`config.mk`:
```
export PLATFORM = sky130hd
export DESIGN_NAME = padded_glyph_blit_flat
export DESIGN_NICKNAME = d
export VERILOG_FILES = /design/src/hw/rtl/pgb_pkg.sv /design/src/hw/rtl/pgb_in_if.sv /design/src/hw/rtl/pgb_out_if.sv /design/src/hw/rtl/padded_glyph_blit.sv /design/src/hw/rtl/pgb_front.sv /design/src/hw/rtl/pgb_queue.sv /design/src/hw/rtl/pgb_back.sv /design/src/flat_wrapper.sv
export SDC_FILE = /design/constraint.sdc
export NUM_CORES = 2
export LEC_CHECK = 0
export BUFFER_PORTS_ARGS = -buffer_cell sky130_fd_sc_hd__buf_2
export CAP_MARGIN = 25
export CORE_MARGIN = 8
export CORE_UTILIZATION = 60
export DETAILED_ROUTE_END_ITERATION = 6
export PLACE_DENSITY = 0.75
export SETUP_SLACK_MARGIN = 0.2
export SYNTH_ARGS = -nofsm -noshare
export SYNTH_HDL_FRONTEND = slang
export SYNTH_SLANG_ARGS = --single-unit
```
`constraint.sdc`:
```
create_clock -name i_clk -period 17.4 [get_ports i_clk]
set_input_delay 0.87 -clock i_clk [delete_from_list [all_inputs] [get_ports i_clk]]
set_output_delay 0.87 -clock i_clk [all_outputs]
set_load 0.01 [all_outputs]
```
`src/hw/rtl/pgb_pkg.sv`:
```
// ----------------------------------------------------------------------------
// pgb_pkg
// Constants, types and helper functions shared by the padded glyph blitter.
// ----------------------------------------------------------------------------
package pgb_pkg;

    localparam int MAX_ATLAS_SIDE  = 4096;
    localparam int MAX_PIXEL_BYTES = 8;

    localparam int ADDR_W     = 27;
    localparam int DATA_W     = 64;
    localparam int CNT_W      = 12;
    localparam int SIZE_W     = 13;
    localparam int POS_W      = 12;
    localparam int AW_W       = 13;
    localparam int BPP_W      = 4;
    localparam int MODE_W     = 2;
    localparam int STRIDE_W   = AW_W + BPP_W;
    localparam int COLOFF_W   = CNT_W + BPP_W - 1;
    localparam int PROD_W     = 26;
    localparam int SIDE_CMP_W = 16;
    localparam int CFG_IDX_W  = 2;
    localparam int CFG_DATA_W = 13;
    localparam int NPOS       = 8;
    localparam int PIDX_W     = 3;
    localparam int Q_DEPTH    = 4;
    localparam int Q_PTR_W    = 2;
    localparam int Q_CNT_W    = 3;

    // configuration register indexes
    localparam logic [CFG_IDX_W-1:0] REG_ATLAS_WIDTH  = 2'd0;
    localparam logic [CFG_IDX_W-1:0] REG_BYTES_PER_PX = 2'd1;
    localparam logic [CFG_IDX_W-1:0] REG_PADDING_MODE = 2'd2;

    // padding modes
    localparam logic [MODE_W-1:0] PAD_NONE   = 2'd0;
    localparam logic [MODE_W-1:0] PAD_ZERO   = 2'd1;
    localparam logic [MODE_W-1:0] PAD_DILATE = 2'd2;

    // border positions, in emission order
    localparam logic [PIDX_W-1:0] POS_UL = 3'd0;
    localparam logic [PIDX_W-1:0] POS_U  = 3'd1;
    localparam logic [PIDX_W-1:0] POS_UR = 3'd2;
    localparam logic [PIDX_W-1:0] POS_L  = 3'd3;
    localparam logic [PIDX_W-1:0] POS_R  = 3'd4;
    localparam logic [PIDX_W-1:0] POS_DL = 3'd5;
    localparam logic [PIDX_W-1:0] POS_D  = 3'd6;
    localparam logic [PIDX_W-1:0] POS_DR = 3'd7;

    typedef struct packed {
        logic [AW_W-1:0]     atlas_width;
        logic [BPP_W-1:0]    bpp;        // clamped to 1..MAX_PIXEL_BYTES
        logic [STRIDE_W-1:0] stride;     // atlas_width * bpp
        logic                pad;
        logic                dilate;
    } t_cfg;

    typedef struct packed {
        logic [ADDR_W-1:0] own;
        logic [DATA_W-1:0] pix;
        logic [NPOS-1:0]   need;
        logic [NPOS-1:0]   outside;
        logic              dilate;
    } t_job;

    function automatic logic [SIZE_W-1:0] eff_size(input logic [SIZE_W-1:0] s);
        logic [SIZE_W-1:0] r;
        r = s;
        if (s == '0) r = SIZE_W'(1);
        else if (s > SIZE_W'(4096)) r = SIZE_W'(4096);
        return r;
    endfunction

    function automatic logic [BPP_W-1:0] eff_bpp(input logic [BPP_W-1:0] b);
        logic [BPP_W-1:0] r;
        r = b;
        if (b == '0) r = BPP_W'(1);
        else if (b > BPP_W'(MAX_PIXEL_BYTES)) r = BPP_W'(MAX_PIXEL_BYTES);
        return r;
    endfunction

    function automatic logic [DATA_W-1:0] pix_mask(input logic [BPP_W-1:0] b);
        logic [DATA_W-1:0] m;
        m = '0;
        for (int i = 0; i < DATA_W / 8; i++) begin
            if (BPP_W'(i) < b) m[i*8 +: 8] = 8'hFF;
        end
        return m;
    endfunction

    function automatic logic [PIDX_W-1:0] lowest_pos(input logic [NPOS-1:0] v);
        logic [PIDX_W-1:0] p;
        p = '0;
        for (int i = NPOS - 1; i >= 0; i--) begin
            if (v[i]) p = PIDX_W'(i);
        end
        return p;
    endfunction

endpackage

```
`src/hw/rtl/pgb_in_if.sv`:
```
// ----------------------------------------------------------------------------
// pgb_in_if
// Pixel request channel: valid/ready handshake with the glyph pixel payload.
// ----------------------------------------------------------------------------
interface pgb_in_if import pgb_pkg::*; ();
    logic              valid;
    logic              ready;
    logic              glyph_start;
    logic [POS_W-1:0]  slot_x;
    logic [POS_W-1:0]  slot_y;
    logic [SIZE_W-1:0] slot_width;
    logic [SIZE_W-1:0] slot_height;
    logic [DATA_W-1:0] pixel_value;

    modport source (output valid, glyph_start, slot_x, slot_y, slot_width, slot_height,
                    pixel_value, input ready);
    modport sink   (input valid, glyph_start, slot_x, slot_y, slot_width, slot_height,
                    pixel_value, output ready);
endinterface

```
`src/hw/rtl/pgb_out_if.sv`:
```
// ----------------------------------------------------------------------------
// pgb_out_if
// Atlas write request channel: valid/ready handshake with address and data.
// ----------------------------------------------------------------------------
interface pgb_out_if import pgb_pkg::*; ();
    logic              valid;
    logic              ready;
    logic [ADDR_W-1:0] write_address;
    logic [DATA_W-1:0] write_data;
    logic              outside;
    logic              run_end;

    modport source (output valid, write_address, write_data, outside, run_end,
                    input ready);
    modport sink   (input valid, write_address, write_data, outside, run_end,
                    output ready);
endinterface

```
`src/hw/rtl/padded_glyph_blit.sv`:
```
// ----------------------------------------------------------------------------
// padded_glyph_blit
// Glyph blitter into a 2D atlas store with an optional one-pixel border.
// ----------------------------------------------------------------------------
// Glyph pixels arrive in row order on i_pix; each one produces its own atlas
// write request first, then the border writes it owns (left/right/top/bottom
// edges and corners), in the order up-left, up, up-right, left, right,
// down-left, down, down-right; run_end marks the last request of a pixel.
// Throughput is one write request per clock while o_wr.ready is high; an
// interior pixel makes one request, an edge pixel two to four (up to six in
// a glyph one pixel wide or high) and a one-pixel glyph up to nine. The
// single-write sequencer in the back end sets that rate. Pixels enter a
// two-stage front end (position and border classification, then the slot
// base multiply) and wait in a four-entry queue, so the input takes pixels
// while results stall until the queue and both stages fill. A pixel passes
// stage A, stage B, the queue, r_job and the output register in turn.
// Border positions outside the atlas come out with outside set and zero
// address and data. Write the configuration registers only while idle.
// ----------------------------------------------------------------------------
module padded_glyph_blit import pgb_pkg::*; (
    input  logic                  i_clk,
    input  logic                  i_rst_n,
    input  logic                  i_cfg_we,
    input  logic [CFG_IDX_W-1:0]  i_cfg_idx,
    input  logic [CFG_DATA_W-1:0] i_cfg_data,
    pgb_in_if.sink                i_pix,
    pgb_out_if.source             o_wr
);

    // configuration registers
    logic [AW_W-1:0]   r_atlas_width;
    logic [BPP_W-1:0]  r_bpp;
    logic [MODE_W-1:0] r_mode;

    t_cfg cfg;
    logic push, full, pop, empty;
    t_job job_in, job_out;

    // clamp the pixel size, derive the row stride and decode the border mode;
    // an unknown mode acts as no border
    always_comb begin
        cfg.atlas_width = r_atlas_width;
        cfg.bpp         = eff_bpp(r_bpp);
        cfg.stride      = STRIDE_W'(r_atlas_width) * STRIDE_W'(cfg.bpp);
        cfg.pad         = (r_mode == PAD_ZERO) || (r_mode == PAD_DILATE);
        cfg.dilate      = r_mode == PAD_DILATE;
    end

    always_ff @(posedge i_clk) begin
        if (!i_rst_n) begin
            r_atlas_width <= AW_W'(512);
            r_bpp         <= BPP_W'(1);
            r_mode        <= PAD_NONE;
        end else if (i_cfg_we) begin
            unique case (i_cfg_idx)
                REG_ATLAS_WIDTH:  r_atlas_width <= i_cfg_data[AW_W-1:0];
                REG_BYTES_PER_PX: r_bpp         <= i_cfg_data[BPP_W-1:0];
                REG_PADDING_MODE: r_mode        <= i_cfg_data[MODE_W-1:0];
                default: begin
                    // drop writes to unmapped indexes
                end
            endcase
        end
    end

    // front: accept, count position, classify border work
    pgb_front u_front (
        .i_clk   (i_clk),
        .i_rst_n (i_rst_n),
        .i_cfg   (cfg),
        .i_pix   (i_pix),
        .i_full  (full),
        .o_push  (push),
        .o_job   (job_in)
    );

    // hold classified pixels between the two halves
    pgb_queue u_queue (
        .i_clk   (i_clk),
        .i_rst_n (i_rst_n),
        .i_push  (push),
        .i_job   (job_in),
        .o_full  (full),
        .i_pop   (pop),
        .o_empty (empty),
        .o_job   (job_out)
    );

    // back: issue write requests one per cycle while o_wr is not stalled
    pgb_back u_back (
        .i_clk   (i_clk),
        .i_rst_n (i_rst_n),
        .i_cfg   (cfg),
        .i_empty (empty),
        .i_job   (job_out),
        .o_pop   (pop),
        .o_wr    (o_wr)
    );

endmodule

```
`src/hw/rtl/pgb_front.sv`:
```
// ----------------------------------------------------------------------------
// pgb_front
// Accept pixel requests, track the glyph position and classify border work.
// Two stages: position/classify, then slot base multiply and own address.
// ----------------------------------------------------------------------------
module pgb_front import pgb_pkg::*; (
    input  logic        i_clk,
    input  logic        i_rst_n,
    input  t_cfg        i_cfg,
    pgb_in_if.sink      i_pix,
    input  logic        i_full,
    output logic        o_push,
    output t_job        o_job
);

    // position state
    logic [CNT_W-1:0]    r_col, n_col;
    logic [CNT_W-1:0]    r_row, n_row;
    logic [COLOFF_W-1:0] r_col_off, n_col_off;
    logic [ADDR_W-1:0]   r_row_off, n_row_off;
    logic [ADDR_W-1:0]   r_glyph_base;

    // stage A
    logic                r_a_vld;
    logic                r_a_start;
    logic [PROD_W-1:0]   r_a_p1;
    logic [ADDR_W-1:0]   r_a_off;
    logic [DATA_W-1:0]   r_a_pix;
    logic [NPOS-1:0]     r_a_need;
    logic [NPOS-1:0]     r_a_out;
    logic                r_a_dil;

    // stage B
    logic                r_b_vld;
    t_job                r_b_job;

    logic                a_free, b_free, in_acc;
    logic [CNT_W-1:0]    cur_col, cur_row;
    logic [COLOFF_W-1:0] cur_col_off;
    logic [ADDR_W-1:0]   cur_row_off;
    logic [SIZE_W-1:0]   w_eff, h_eff;
    logic                wrap, left, right, top, bottom;
    logic [SIZE_W-1:0]   xs, ys;
    logic                okx_m, okx_0, okx_p, oky_m, oky_0, oky_p;
    logic [NPOS-1:0]     need, outb;
    logic [ADDR_W-1:0]   base_prod, base_sel;

    assign b_free      = !r_b_vld || !i_full;
    assign a_free      = !r_a_vld || b_free;
    assign i_pix.ready = a_free;
    assign in_acc      = i_pix.valid && a_free;
    assign o_push      = r_b_vld && !i_full;
    assign o_job       = r_b_job;

    always_comb begin
        cur_col     = i_pix.glyph_start ? '0 : r_col;
        cur_row     = i_pix.glyph_start ? '0 : r_row;
        cur_col_off = i_pix.glyph_start ? '0 : r_col_off;
        cur_row_off = i_pix.glyph_start ? '0 : r_row_off;
        w_eff       = eff_size(i_pix.slot_width);
        h_eff       = eff_size(i_pix.slot_height);

        wrap   = ({1'b0, cur_col} + SIZE_W'(1)) >= w_eff;
        left   = cur_col == '0;
        top    = cur_row == '0;
        right  = {1'b0, cur_col} == (w_eff - SIZE_W'(1));
        bottom = {1'b0, cur_row} == (h_eff - SIZE_W'(1));

        // border position tests against the atlas bounds
        xs    = SIZE_W'(i_pix.slot_x) + SIZE_W'(cur_col);
        ys    = SIZE_W'(i_pix.slot_y) + SIZE_W'(cur_row);
        okx_m = (xs != '0) && ((xs - SIZE_W'(1)) < i_cfg.atlas_width);
        okx_0 = xs < i_cfg.atlas_width;
        okx_p = ({1'b0, xs} + (SIZE_W+1)'(1)) < {1'b0, i_cfg.atlas_width};
        oky_m = (ys != '0) && (SIDE_CMP_W'(ys - SIZE_W'(1)) < SIDE_CMP_W'(MAX_ATLAS_SIDE));
        oky_0 = SIDE_CMP_W'(ys) < SIDE_CMP_W'(MAX_ATLAS_SIDE);
        oky_p = (SIDE_CMP_W'(ys) + SIDE_CMP_W'(1)) < SIDE_CMP_W'(MAX_ATLAS_SIDE);

        need         = '0;
        need[POS_UL] = top && left;
        need[POS_U]  = top;
        need[POS_UR] = top && right;
        need[POS_L]  = left;
        need[POS_R]  = right;
        need[POS_DL] = bottom && left;
        need[POS_D]  = bottom;
        need[POS_DR] = bottom && right;
        if (!i_cfg.pad) need = '0;

        outb         = '0;
        outb[POS_UL] = !(okx_m && oky_m);
        outb[POS_U]  = !(okx_0 && oky_m);
        outb[POS_UR] = !(okx_p && oky_m);
        outb[POS_L]  = !(okx_m && oky_0);
        outb[POS_R]  = !(okx_p && oky_0);
        outb[POS_DL] = !(okx_m && oky_p);
        outb[POS_D]  = !(okx_0 && oky_p);
        outb[POS_DR] = !(okx_p && oky_p);

        if (wrap) begin
            n_col     = '0;
            n_col_off = '0;
            n_row     = cur_row + CNT_W'(1);
            n_row_off = cur_row_off + ADDR_W'(i_cfg.stride);
        end else begin
            n_col     = cur_col + CNT_W'(1);
            n_col_off = cur_col_off + COLOFF_W'(i_cfg.bpp);
            n_row     = cur_row;
            n_row_off = cur_row_off;
        end
    end

    // slot base: (y * atlas_width + x) * bpp, second multiply in stage B
    always_comb begin
        base_prod = ADDR_W'((PROD_W + BPP_W)'(r_a_p1) * (PROD_W + BPP_W)'(i_cfg.bpp));
        base_sel  = r_a_start ? base_prod : r_glyph_base;
    end

    always_ff @(posedge i_clk) begin
        if (!i_rst_n) begin
            r_col        <= '0;
            r_row        <= '0;
            r_col_off    <= '0;
            r_row_off    <= '0;
            r_glyph_base <= '0;
            r_a_vld      <= 1'b0;
            r_b_vld      <= 1'b0;
        end else begin
            if (in_acc) begin
                r_col     <= n_col;
                r_row     <= n_row;
                r_col_off <= n_col_off;
                r_row_off <= n_row_off;
            end
            if (a_free) r_a_vld <= in_acc;
            if (b_free) r_b_vld <= r_a_vld;
            if (b_free && r_a_vld && r_a_start) r_glyph_base <= base_prod;
        end
    end

    always_ff @(posedge i_clk) begin
        if (in_acc) begin
            r_a_start <= i_pix.glyph_start;
            r_a_p1    <= PROD_W'(i_pix.slot_y) * PROD_W'(i_cfg.atlas_width)
                         + PROD_W'(i_pix.slot_x);
            r_a_off   <= cur_row_off + ADDR_W'(cur_col_off);
            r_a_pix   <= i_pix.pixel_value & pix_mask(i_cfg.bpp);
            r_a_need  <= need;
            r_a_out   <= outb;
            r_a_dil   <= i_cfg.dilate;
        end
        if (b_free && r_a_vld) begin
            r_b_job.own     <= base_sel + r_a_off;
            r_b_job.pix     <= r_a_pix;
            r_b_job.need    <= r_a_need;
            r_b_job.outside <= r_a_out;
            r_b_job.dilate  <= r_a_dil;
        end
    end

endmodule

```
`src/hw/rtl/pgb_queue.sv`:
```
// ----------------------------------------------------------------------------
// pgb_queue
// Short job queue between the classifying front and the write sequencer.
// ----------------------------------------------------------------------------
module pgb_queue import pgb_pkg::*; (
    input  logic i_clk,
    input  logic i_rst_n,
    input  logic i_push,
    input  t_job i_job,
    output logic o_full,
    input  logic i_pop,
    output logic o_empty,
    output t_job o_job
);

    t_job               r_mem [Q_DEPTH];
    logic [Q_PTR_W-1:0] r_wr, r_rd;
    logic [Q_CNT_W-1:0] r_cnt;
    logic               do_push, do_pop;

    assign o_full  = r_cnt == Q_CNT_W'(Q_DEPTH);
    assign o_empty = r_cnt == '0;
    assign do_push = i_push && !o_full;
    assign do_pop  = i_pop && !o_empty;
    assign o_job   = r_mem[r_rd];

    always_ff @(posedge i_clk) begin
        if (!i_rst_n) begin
            r_wr  <= '0;
            r_rd  <= '0;
            r_cnt <= '0;
        end else begin
            if (do_push) r_wr <= r_wr + Q_PTR_W'(1);
            if (do_pop)  r_rd <= r_rd + Q_PTR_W'(1);
            r_cnt <= r_cnt + Q_CNT_W'(do_push) - Q_CNT_W'(do_pop);
        end
    end

    always_ff @(posedge i_clk) begin
        if (do_push) r_mem[r_wr] <= i_job;
    end

endmodule

```
`src/hw/rtl/pgb_back.sv`:
```
// ----------------------------------------------------------------------------
// pgb_back
// Write sequencer: one atlas write request per cycle unless o_wr stalls;
// own pixel first, then pending border positions in order, into a register.
// ----------------------------------------------------------------------------
module pgb_back import pgb_pkg::*; (
    input  logic        i_clk,
    input  logic        i_rst_n,
    input  t_cfg        i_cfg,
    input  logic        i_empty,
    input  t_job        i_job,
    output logic        o_pop,
    pgb_out_if.source   o_wr
);

    logic              r_act;
    logic              r_own_done;
    logic [NPOS-1:0]   r_need;
    t_job              r_job;

    logic              r_ovld;
    logic [ADDR_W-1:0] r_addr;
    logic [DATA_W-1:0] r_data;
    logic              r_outside;
    logic              r_run_end;

    logic              adv_out, emit, last;
    logic [PIDX_W-1:0] pos;
    logic [NPOS-1:0]   rest;
    logic [ADDR_W-1:0] dy_term, dx_term;
    logic [ADDR_W-1:0] e_addr;
    logic [DATA_W-1:0] e_data;
    logic              e_outside;

    assign adv_out = !r_ovld || o_wr.ready;
    assign emit    = r_act && adv_out;
    assign o_pop   = !i_empty && (!r_act || (emit && last));

    assign o_wr.valid         = r_ovld;
    assign o_wr.write_address = r_addr;
    assign o_wr.write_data    = r_data;
    assign o_wr.outside       = r_outside;
    assign o_wr.run_end       = r_run_end;

    always_comb begin
        pos  = lowest_pos(r_need);
        rest = r_need & ~(NPOS'(1) << pos);

        case (pos) inside
            POS_UL, POS_U, POS_UR: dy_term = ADDR_W'(0) - ADDR_W'(i_cfg.stride);
            POS_DL, POS_D, POS_DR: dy_term = ADDR_W'(i_cfg.stride);
            default:               dy_term = '0;
        endcase
        case (pos) inside
            POS_UL, POS_L, POS_DL: dx_term = ADDR_W'(0) - ADDR_W'(i_cfg.bpp);
            POS_UR, POS_R, POS_DR: dx_term = ADDR_W'(i_cfg.bpp);
            default:               dx_term = '0;
        endcase

        if (!r_own_done) begin
            last      = r_need == '0;
            e_addr    = r_job.own;
            e_data    = r_job.pix;
            e_outside = 1'b0;
        end else begin
            last = rest == '0;
            if (r_job.outside[pos]) begin
                e_addr    = '0;
                e_data    = '0;
                e_outside = 1'b1;
            end else begin
                e_addr    = r_job.own + dy_term + dx_term;
                e_data    = r_job.dilate ? r_job.pix : '0;
                e_outside = 1'b0;
            end
        end
    end

    always_ff @(posedge i_clk) begin
        if (!i_rst_n) begin
            r_act      <= 1'b0;
            r_own_done <= 1'b0;
            r_need     <= '0;
            r_ovld     <= 1'b0;
        end else begin
            if (adv_out) r_ovld <= emit;
            if (o_pop) begin
                r_act      <= 1'b1;
                r_own_done <= 1'b0;
                r_need     <= i_job.need;
            end else if (emit) begin
                if (last) r_act <= 1'b0;
                if (r_own_done) r_need <= rest;
                r_own_done <= 1'b1;
            end
        end
    end

    always_ff @(posedge i_clk) begin
        if (o_pop) r_job <= i_job;
        if (emit) begin
            r_addr    <= e_addr;
            r_data    <= e_data;
            r_outside <= e_outside;
            r_run_end <= last;
        end
    end

endmodule

```
`src/flat_wrapper.sv`:
```
// flat-port wrapper written by rule: the top's interface ports become plain ports
module padded_glyph_blit_flat import pgb_pkg::*;
  (i_clk, i_rst_n, i_cfg_we, i_cfg_idx, i_cfg_data, i_pix_valid, i_pix_glyph_start, i_pix_slot_x, i_pix_slot_y, i_pix_slot_width, i_pix_slot_height, i_pix_pixel_value, i_pix_ready, o_wr_valid, o_wr_write_address, o_wr_write_data, o_wr_outside, o_wr_run_end, o_wr_ready);
  pgb_in_if i_pix_i ();
  pgb_out_if o_wr_i ();
  input  logic i_clk;
  input  logic i_rst_n;
  input  logic i_cfg_we;
  input  logic [CFG_IDX_W-1:0] i_cfg_idx;
  input  logic [CFG_DATA_W-1:0] i_cfg_data;
  input wire logic [$bits(i_pix_i.valid)-1:0] i_pix_valid;
  input wire logic [$bits(i_pix_i.glyph_start)-1:0] i_pix_glyph_start;
  input wire logic [$bits(i_pix_i.slot_x)-1:0] i_pix_slot_x;
  input wire logic [$bits(i_pix_i.slot_y)-1:0] i_pix_slot_y;
  input wire logic [$bits(i_pix_i.slot_width)-1:0] i_pix_slot_width;
  input wire logic [$bits(i_pix_i.slot_height)-1:0] i_pix_slot_height;
  input wire logic [$bits(i_pix_i.pixel_value)-1:0] i_pix_pixel_value;
  output wire logic [$bits(i_pix_i.ready)-1:0] i_pix_ready;
  output wire logic [$bits(o_wr_i.valid)-1:0] o_wr_valid;
  output wire logic [$bits(o_wr_i.write_address)-1:0] o_wr_write_address;
  output wire logic [$bits(o_wr_i.write_data)-1:0] o_wr_write_data;
  output wire logic [$bits(o_wr_i.outside)-1:0] o_wr_outside;
  output wire logic [$bits(o_wr_i.run_end)-1:0] o_wr_run_end;
  input wire logic [$bits(o_wr_i.ready)-1:0] o_wr_ready;
  assign i_pix_i.valid = i_pix_valid;
  assign i_pix_i.glyph_start = i_pix_glyph_start;
  assign i_pix_i.slot_x = i_pix_slot_x;
  assign i_pix_i.slot_y = i_pix_slot_y;
  assign i_pix_i.slot_width = i_pix_slot_width;
  assign i_pix_i.slot_height = i_pix_slot_height;
  assign i_pix_i.pixel_value = i_pix_pixel_value;
  assign i_pix_ready = i_pix_i.ready;
  assign o_wr_valid = o_wr_i.valid;
  assign o_wr_write_address = o_wr_i.write_address;
  assign o_wr_write_data = o_wr_i.write_data;
  assign o_wr_outside = o_wr_i.outside;
  assign o_wr_run_end = o_wr_i.run_end;
  assign o_wr_i.ready = o_wr_ready;
  padded_glyph_blit u_core (.i_clk(i_clk), .i_rst_n(i_rst_n), .i_cfg_we(i_cfg_we), .i_cfg_idx(i_cfg_idx), .i_cfg_data(i_cfg_data), .i_pix(i_pix_i), .o_wr(o_wr_i));
endmodule
```
## After elaboration in Yosys (flattened, before gate mapping)

Memory sizes are Yosys's and may differ from the RTL's. A register that Yosys moved wholly into a read port is not among the register bits.
Cells that the tools add are included.
Widths: inputs -> output; s select.

| storage, ports and cells | value |
|---|---|
| bits in writable memories | 432 |
| output and inout port bits | 95 |
| bits of input ports | 135 |
| register bits | 568 |
| memories kept | 1 |

| cells by class | value |
|---|---|
| order comparisons | 19 |
| reduce and logical (&&, ||, !) cells | 67 |
| $mul | 3 |
| shifts and indexed selects | 1 |
| bitwise gates (word level) | 4 |
| muxes and demuxes | 62 |
| equal/unequal tests | 14 |
| add/subtract/negate cells | 24 |

Memories:

| name | depth | bits a word | read ports | clocked after memory_dff | write ports | line | source |
|---|---|---|---|---|---|---|---|
| u_core.u_queue.r_mem | 4 | 108 | 1 | 1 | 1 | pgb_queue.sv:16 | `t_job r_mem [Q_DEPTH];` |

Operators with widths:

| cell | number |
|---|---|
| $mux 64 | 3 |
| $mux 27 | 7 |
| $mux 8 | 19 |
| $add 27x27->27 | 3 |
| $and 64x64->64 | 1 |
| $mux 13 | 4 |
| $mux 12 | 4 |
| $sub 13x1->13 const B | 3 |
| $mux 15 | 2 |
| $add 13x1->14 const B | 2 |
| $add 27x15->27 | 1 |
| $add 27x17->27 | 1 |
| $mul 26x4->27 | 1 |
| $add 12x12->13 | 2 |
| $add 25x12->26 | 1 |
| $eq 12x13->1 | 2 |
| $gt 13x13->1 const B | 2 |
| $logic_not 13->1 | 2 |
| $lt 13x13->1 | 2 |
| $reduce_bool 13->1 | 2 |
| $mul 12x13->25 | 1 |
| $add 12x1->12 const B | 2 |
| $logic_not 12->1 | 2 |
| $mux 3 | 8 |
| other kinds (44) | 117 |

## Longest topological paths before layout

| logic depth | value |
|---|---|
| depth after elaboration | 19 |
| depth in mapped cells | 33 |

## Modules after synthesis

Synthesis repeated with hierarchy kept, for this count alone.

| second synthesis, totals | value |
|---|---|
| cells, all modules | 4539 |
| area, all modules | 55613.3 sq um |

By module, submodules not included:

| module | seq. area each (sq um) | area an instance (sq um) | times used | cells each |
|---|---|---|---|---|
| pgb_front | 9198.8 | 27507.6 | 1 | 2894 |
| pgb_queue | 13152.6 | 16017.9 | 1 | 615 |
| pgb_back | 6015.8 | 9779.4 | 1 | 750 |
| padded_glyph_blit | 380.4 | 2308.5 | 1 | 280 |

## Least setup slack after synthesis

OpenSTA, ideal clock, no wires.

| path | value |
|---|---|
| kind | register to register |
| from | reg u_core.r_bpp[3] |
| to | reg u_core.u_back.r_addr[26], in the netlist u_core.u_back.o_wr.write_address[26], data pin |
| path buffers | 3 |
| period minus slack after synthesis | 7570 ps |
| setup slack | 9830 ps |
| cell stages (with the launch flop) | 29 |
| library setup time | 263 ps |
| data arrival time | 7307 ps |
| required time | 17137 ps |
| cell sequence | dfxtp_1 buf_2 nor3_1 a21o_1 clkbuf_1 clkbuf_1 nand2_1 fa_1 inv_1 ha_1 o21ai_1 nor2_1 a2111oi_4 nor2_1 xor2_1 nor4b_1 a31oi_1 fa_1 ha_1 and2_1 nand2_1 nand2_1 a21o_1 a21oi_1 o21ai_0 a221oi_1 o21ai_0 xnor2_1 o31ai_1 |

| between the ends | value |
|---|---|
| word-level cells in the longest chain between the ends | 10 |
| elaborated cells on any way between the ends | 15 |

Ends and longest elaborated chain:

| element | line | source |
|---|---|---|
| from (decl) | padded_glyph_blit.sv:32 | `logic [BPP_W-1:0] r_bpp;` |
| from (signal assigned) | padded_glyph_blit.sv:57 | `REG_BYTES_PER_PX: r_bpp <= i_cfg_data[BPP_W-1:0];` |
| $gt 4x4->1 | pgb_pkg.sv:78 | `else if (b > BPP_W'(MAX_PIXEL_BYTES)) r = BPP_W'(MAX_PIXEL_BYTES);` |
| $mux 4 | pgb_pkg.sv:78 |  |
| $mux 4 (*) | pgb_pkg.sv:77 | `if (b == '0) r = BPP_W'(1);` |
| $mul 13x4->17 | padded_glyph_blit.sv:44 | `cfg.stride = STRIDE_W'(r_atlas_width) * STRIDE_W'(cfg.bpp);` |
| $sub 1x17->18 / $mux 17 (equally long branches) | pgb_back.sv:50, pgb_back.sv:49 |  |
| $mux 27 | pgb_back.sv:49 | `case (pos) inside` |
| $add 27x27->27 | pgb_back.sv:72 | `e_addr = r_job.own + dy_term + dx_term;` |
| $add 27x27->27 (*) | pgb_back.sv:72 |  |
| $mux 27 (*) | pgb_back.sv:67 | `if (r_job.outside[pos]) begin` |
| $mux 27 (*) | pgb_back.sv:60 | `if (!r_own_done) begin` |
| net u_core.u_back.e_addr[26] | pgb_back.sv:31 | `logic [ADDR_W-1:0] e_addr;` |
| to (signal assigned) | pgb_back.sv:102 | `r_addr <= e_addr;` |
| to (decl) | pgb_back.sv:22 | `logic [ADDR_W-1:0] r_addr;` |

The timed path passes the listed nets; every way through them passes the cells marked *.
A chain may end at the register's enable or synchronous reset.

## Final worst setup path

Ends and elaborated chain as after synthesis.

==> impl_metrics.yaml <==
status:
  outcome: "finished, final reports clean"
clock_tree:
  tritoncts.num_buffers: 99
  root_buffer: "sky130_fd_sc_hd__clkbuf_16"
  cts-htree-levels: 3
  tritoncts_clock_tree: "yes"
  clock_latency_ns: 0.69
  clock_pin_slew_on_the_worst_setup_and_hold_paths_ns: 0.06
  clock_sinks: 1002
  cts_hold_repair.buffers: 0
  cts-root-to-sink-buffers: 3
  cts_resized: 0
  post-cts-setup-buffers: 0
global_route:
  gr-total-overflow: 0
  number_of_antenna_violations_at_the_first_check_in_global_routing: 4
  global_route.usage.total: 0.250
  first_global_vias: 35500
  grt_max_degree: 93
  global_route_wire_length_before_repair_um: 201000
critical_path:
  cp-end-kind: "flip-flop"
  cp.buffers_inverters: 5
  crit_path_max_incr_delay_ns: 0.75
  critical_path.startpoint: "u_core.r_bpp[3]"
  rr_worst_depth: 31
  critical_path_required_ns: 17.89
  timing.critical_path.mode_cell: "sky130_fd_sc_hd__inv_1"
  timing.rr.start: "u_core.r_bpp[3]"
  crit_arrival_ns: 9.20
  reg2reg_to: "u_core.u_back.o_wr.write_address[26]"
  critical_path.endpoint: "u_core.u_back.o_wr.write_address[26]"
  path_class: "reg2reg"
  crit_path_max_fanout: 27
  critical_path.slowest_cell: "sky130_fd_sc_hd__nor2b_2"
  critPathTopFamily: "compound AO/OA/AOI/OAI gates"
  startpoint_type: "flip-flop"
  r2r_slack_ns: 8.69
  worstSetupPathDepth: 31
floorplan:
  die_width_um: 318
  floorplan.die.height_um: 318
  start_util: 0.602
  ios: 230
  core_area_um2: 91100
  floorplan.die_area_um2: 101000
  floorplan.rows: 111
final_layout:
  layout-drive-gt1-share: 0.128
  fin_area_um2: 60800
  area_growth_syn_to_layout_pct: 10.8
  layout.cells.non_filler: 5952
  fill_cells: 6595
  numnets_final: 5332
min_path:
  hold_path.class: "in2reg"
synthesis:
  syn_nets: 5111
  top_post_synthesis_cells_by_area: "sky130_fd_sc_hd__edfxtp_1 48%, sky130_fd_sc_hd__fa_1 8.2%, sky130_fd_sc_hd__ha_1 6.8%"
  synth_area_um2: 54900
  cell_type_with_the_largest_total_area_after_synthesis: "sky130_fd_sc_hd__edfxtp_1"
  yosysTopAreaCellShare: 0.475
  ys_ff_latch: 1002
  seq_area_frac_synth: 0.524
  synth_commonest_cells: "868 x sky130_fd_sc_hd__edfxtp_1, 406 x sky130_fd_sc_hd__nand2_1, 386 x sky130_fd_sc_hd__inv_1"
  syn_avg_cell_area_um2: 12.3
  post_synth_edffs: 868
  synth.lib_cells_used.distinct: 87
  synth_top_flop_cell: "sky130_fd_sc_hd__edfxtp_1"
  syn_inst: 4454
  synth_most_common_cell: "sky130_fd_sc_hd__edfxtp_1"
  synth_async_sr_flop_share: 0
  number_of_warnings_issued_by_yosys: 0
run:
  maxCapViolations: 0
sta:
  min_period_ns: 8.71
  final-setup-viol-count: 0
  tns_ns: 0
  tightest_slew_ns: 1.06
  report.final.slew_viol_count: 0
  worst_setup_skew_after_layout_ns: 0.0495
  max_freq_mhz: 115
  slew_headroom: 0.296
  finalHoldViolations: 0
  grt_setup_unrepaired: "false"
  fin_crit_sh: 0.501
power_and_ir_drop:
  report.power.total_mw: 10.4
  power_leakage_nw: 23.9
  irDropWorstVdd_mv: 0.356
  cellPowerDensity_nw_per_um2: 170
routing:
  post_route_drc: 0
  detail-route-antenna-nets: 0
  drt_pass1_iterations: 5
  detail_route.wirelength_um: 129000
  drt_initial_violations: 2908
  routedWlPerCell_um: 21.6
  drt-vias-per-instance: 5.89
  via_count: 35100
placed_design:
  routabilityCongestion: 0.928
  detailedPlacementHpwl_um: 90600
  portBuffers: 229
  placed_cells_incl_taps: 5753
  post_place_instance_area_um2: 57300
-- sequential cells by signal, summed over array words and instances, names as in the netlist, 13 cells and up, named ones only --
name                              count
u_core.r_atlas_width                 13
u_core.u_front.r_col_off             15
u_core.u_front.r_row_off             27
u_core.u_front.r_a_pix               64
u_core.u_back.o_wr.write_data        64
u_core.u_front.o_job                108
u_core.u_front.r_glyph_base          27
u_core.u_queue.r_mem                432
u_core.u_back.o_wr.write_address     27
u_core.u_front.r_a_p1                26
u_core.u_front.r_a_off               27
u_core.u_back.r_job                 100
-- how the worst min path moves through the flow --
stage                                     startpoint                        end  slack, ns  cells past startpoint
after floorplan               u_core.u_front.r_a_dil    u_core.u_front.o_job[0]       0.40                      0
after global placement    u_core.u_front.r_a_pix[56]   u_core.u_front.o_job[73]       0.40                      0
after global routing            i_pix_pixel_value[7]  u_core.u_front.r_a_pix[7]       0.34                      1
final                           i_pix_pixel_value[7]  u_core.u_front.r_a_pix[7]       0.36                      1
after CTS                       i_pix_pixel_value[7]  u_core.u_front.r_a_pix[7]       0.33                      1
after detailed placement  u_core.u_front.r_a_need[1]   u_core.u_front.o_job[10]       0.40                      0
-- power by group --
| group | internal [mW] | total [mW] | switching [mW] |
|---|---|---|---|
| Clock | 1.29 | 2.21 | 0.927 |
| Sequential | 3.14 | 3.33 | 0.186 |
| Combinational | 1.93 | 4.82 | 2.90 |
-- cells in the final DEF, fill, tap and decap left out, types with 24 or more instances in the layout --
cell,count
sky130_fd_sc_hd__a211oi_1,25
sky130_fd_sc_hd__a21o_1,71
sky130_fd_sc_hd__a21oi_1,229
sky130_fd_sc_hd__and2_1,120
sky130_fd_sc_hd__and3_1,31
sky130_fd_sc_hd__buf_2,229
sky130_fd_sc_hd__buf_4,41
sky130_fd_sc_hd__clkbuf_16,100
sky130_fd_sc_hd__dfxtp_1,131
sky130_fd_sc_hd__edfxtp_1,868
sky130_fd_sc_hd__fa_1,225
sky130_fd_sc_hd__ha_1,297
sky130_fd_sc_hd__inv_1,383
sky130_fd_sc_hd__mux2_2,24
sky130_fd_sc_hd__mux4_2,109
sky130_fd_sc_hd__nand2_1,406
sky130_fd_sc_hd__nand2b_1,36
sky130_fd_sc_hd__nand3_1,92
sky130_fd_sc_hd__nor2_1,261
sky130_fd_sc_hd__nor2b_1,184
sky130_fd_sc_hd__nor3_1,60
sky130_fd_sc_hd__o21a_1,41
sky130_fd_sc_hd__o21ai_0,113
sky130_fd_sc_hd__o21bai_1,27
sky130_fd_sc_hd__xnor2_1,147
sky130_fd_sc_hd__xor2_1,85
-- logic make-up (layout without fill, tap and decap cells) --
family,count (synthesis),after routing,synth area share
simple gates,1314,1314,0.118
flops,1002,1002,0.524
compound gates,691,691,0.0811
buf+inv,543,851,0.0375
fa+ha+maj,523,523,0.150
xor+xnor,232,232,0.0370
mux,149,149,0.0526
other cells,0,4,0
-- routing by layer --
layer,track usage,vias up,wire length [µm]
met5,0,-,0
met4,0.0889,0,4910
met3,0.0401,258,8580
met2,0.429,1245,62200
met1,0.323,17300,52800
li1,-,16300,-
-- final cells by class --
type                    count  area (µm²)  share of cell area
diodes                      4        10.0            0.000165
clock buffers             128        2660              0.0437
clock inverters            60         769              0.0127
inverters                 387        1460              0.0240
multi-input cells        2909       24100               0.397
flip-flops and latches   1002       28800               0.473
well taps                1186        1480              0.0244
repair buffers            276        1540              0.0254
-- through the flow --
step,utilization,hold WS [ns],setup WS [ns]
final,0.667,0.363,8.69
after detailed placement,0.629,0.405,8.87
after CTS,0.666,0.326,8.80
after global routing,0.667,0.337,8.00
after global placement,0.629,0.401,9.05
after floorplan,-,0.400,9.83
Note: power is estimated with default switching activity, not from simulation.
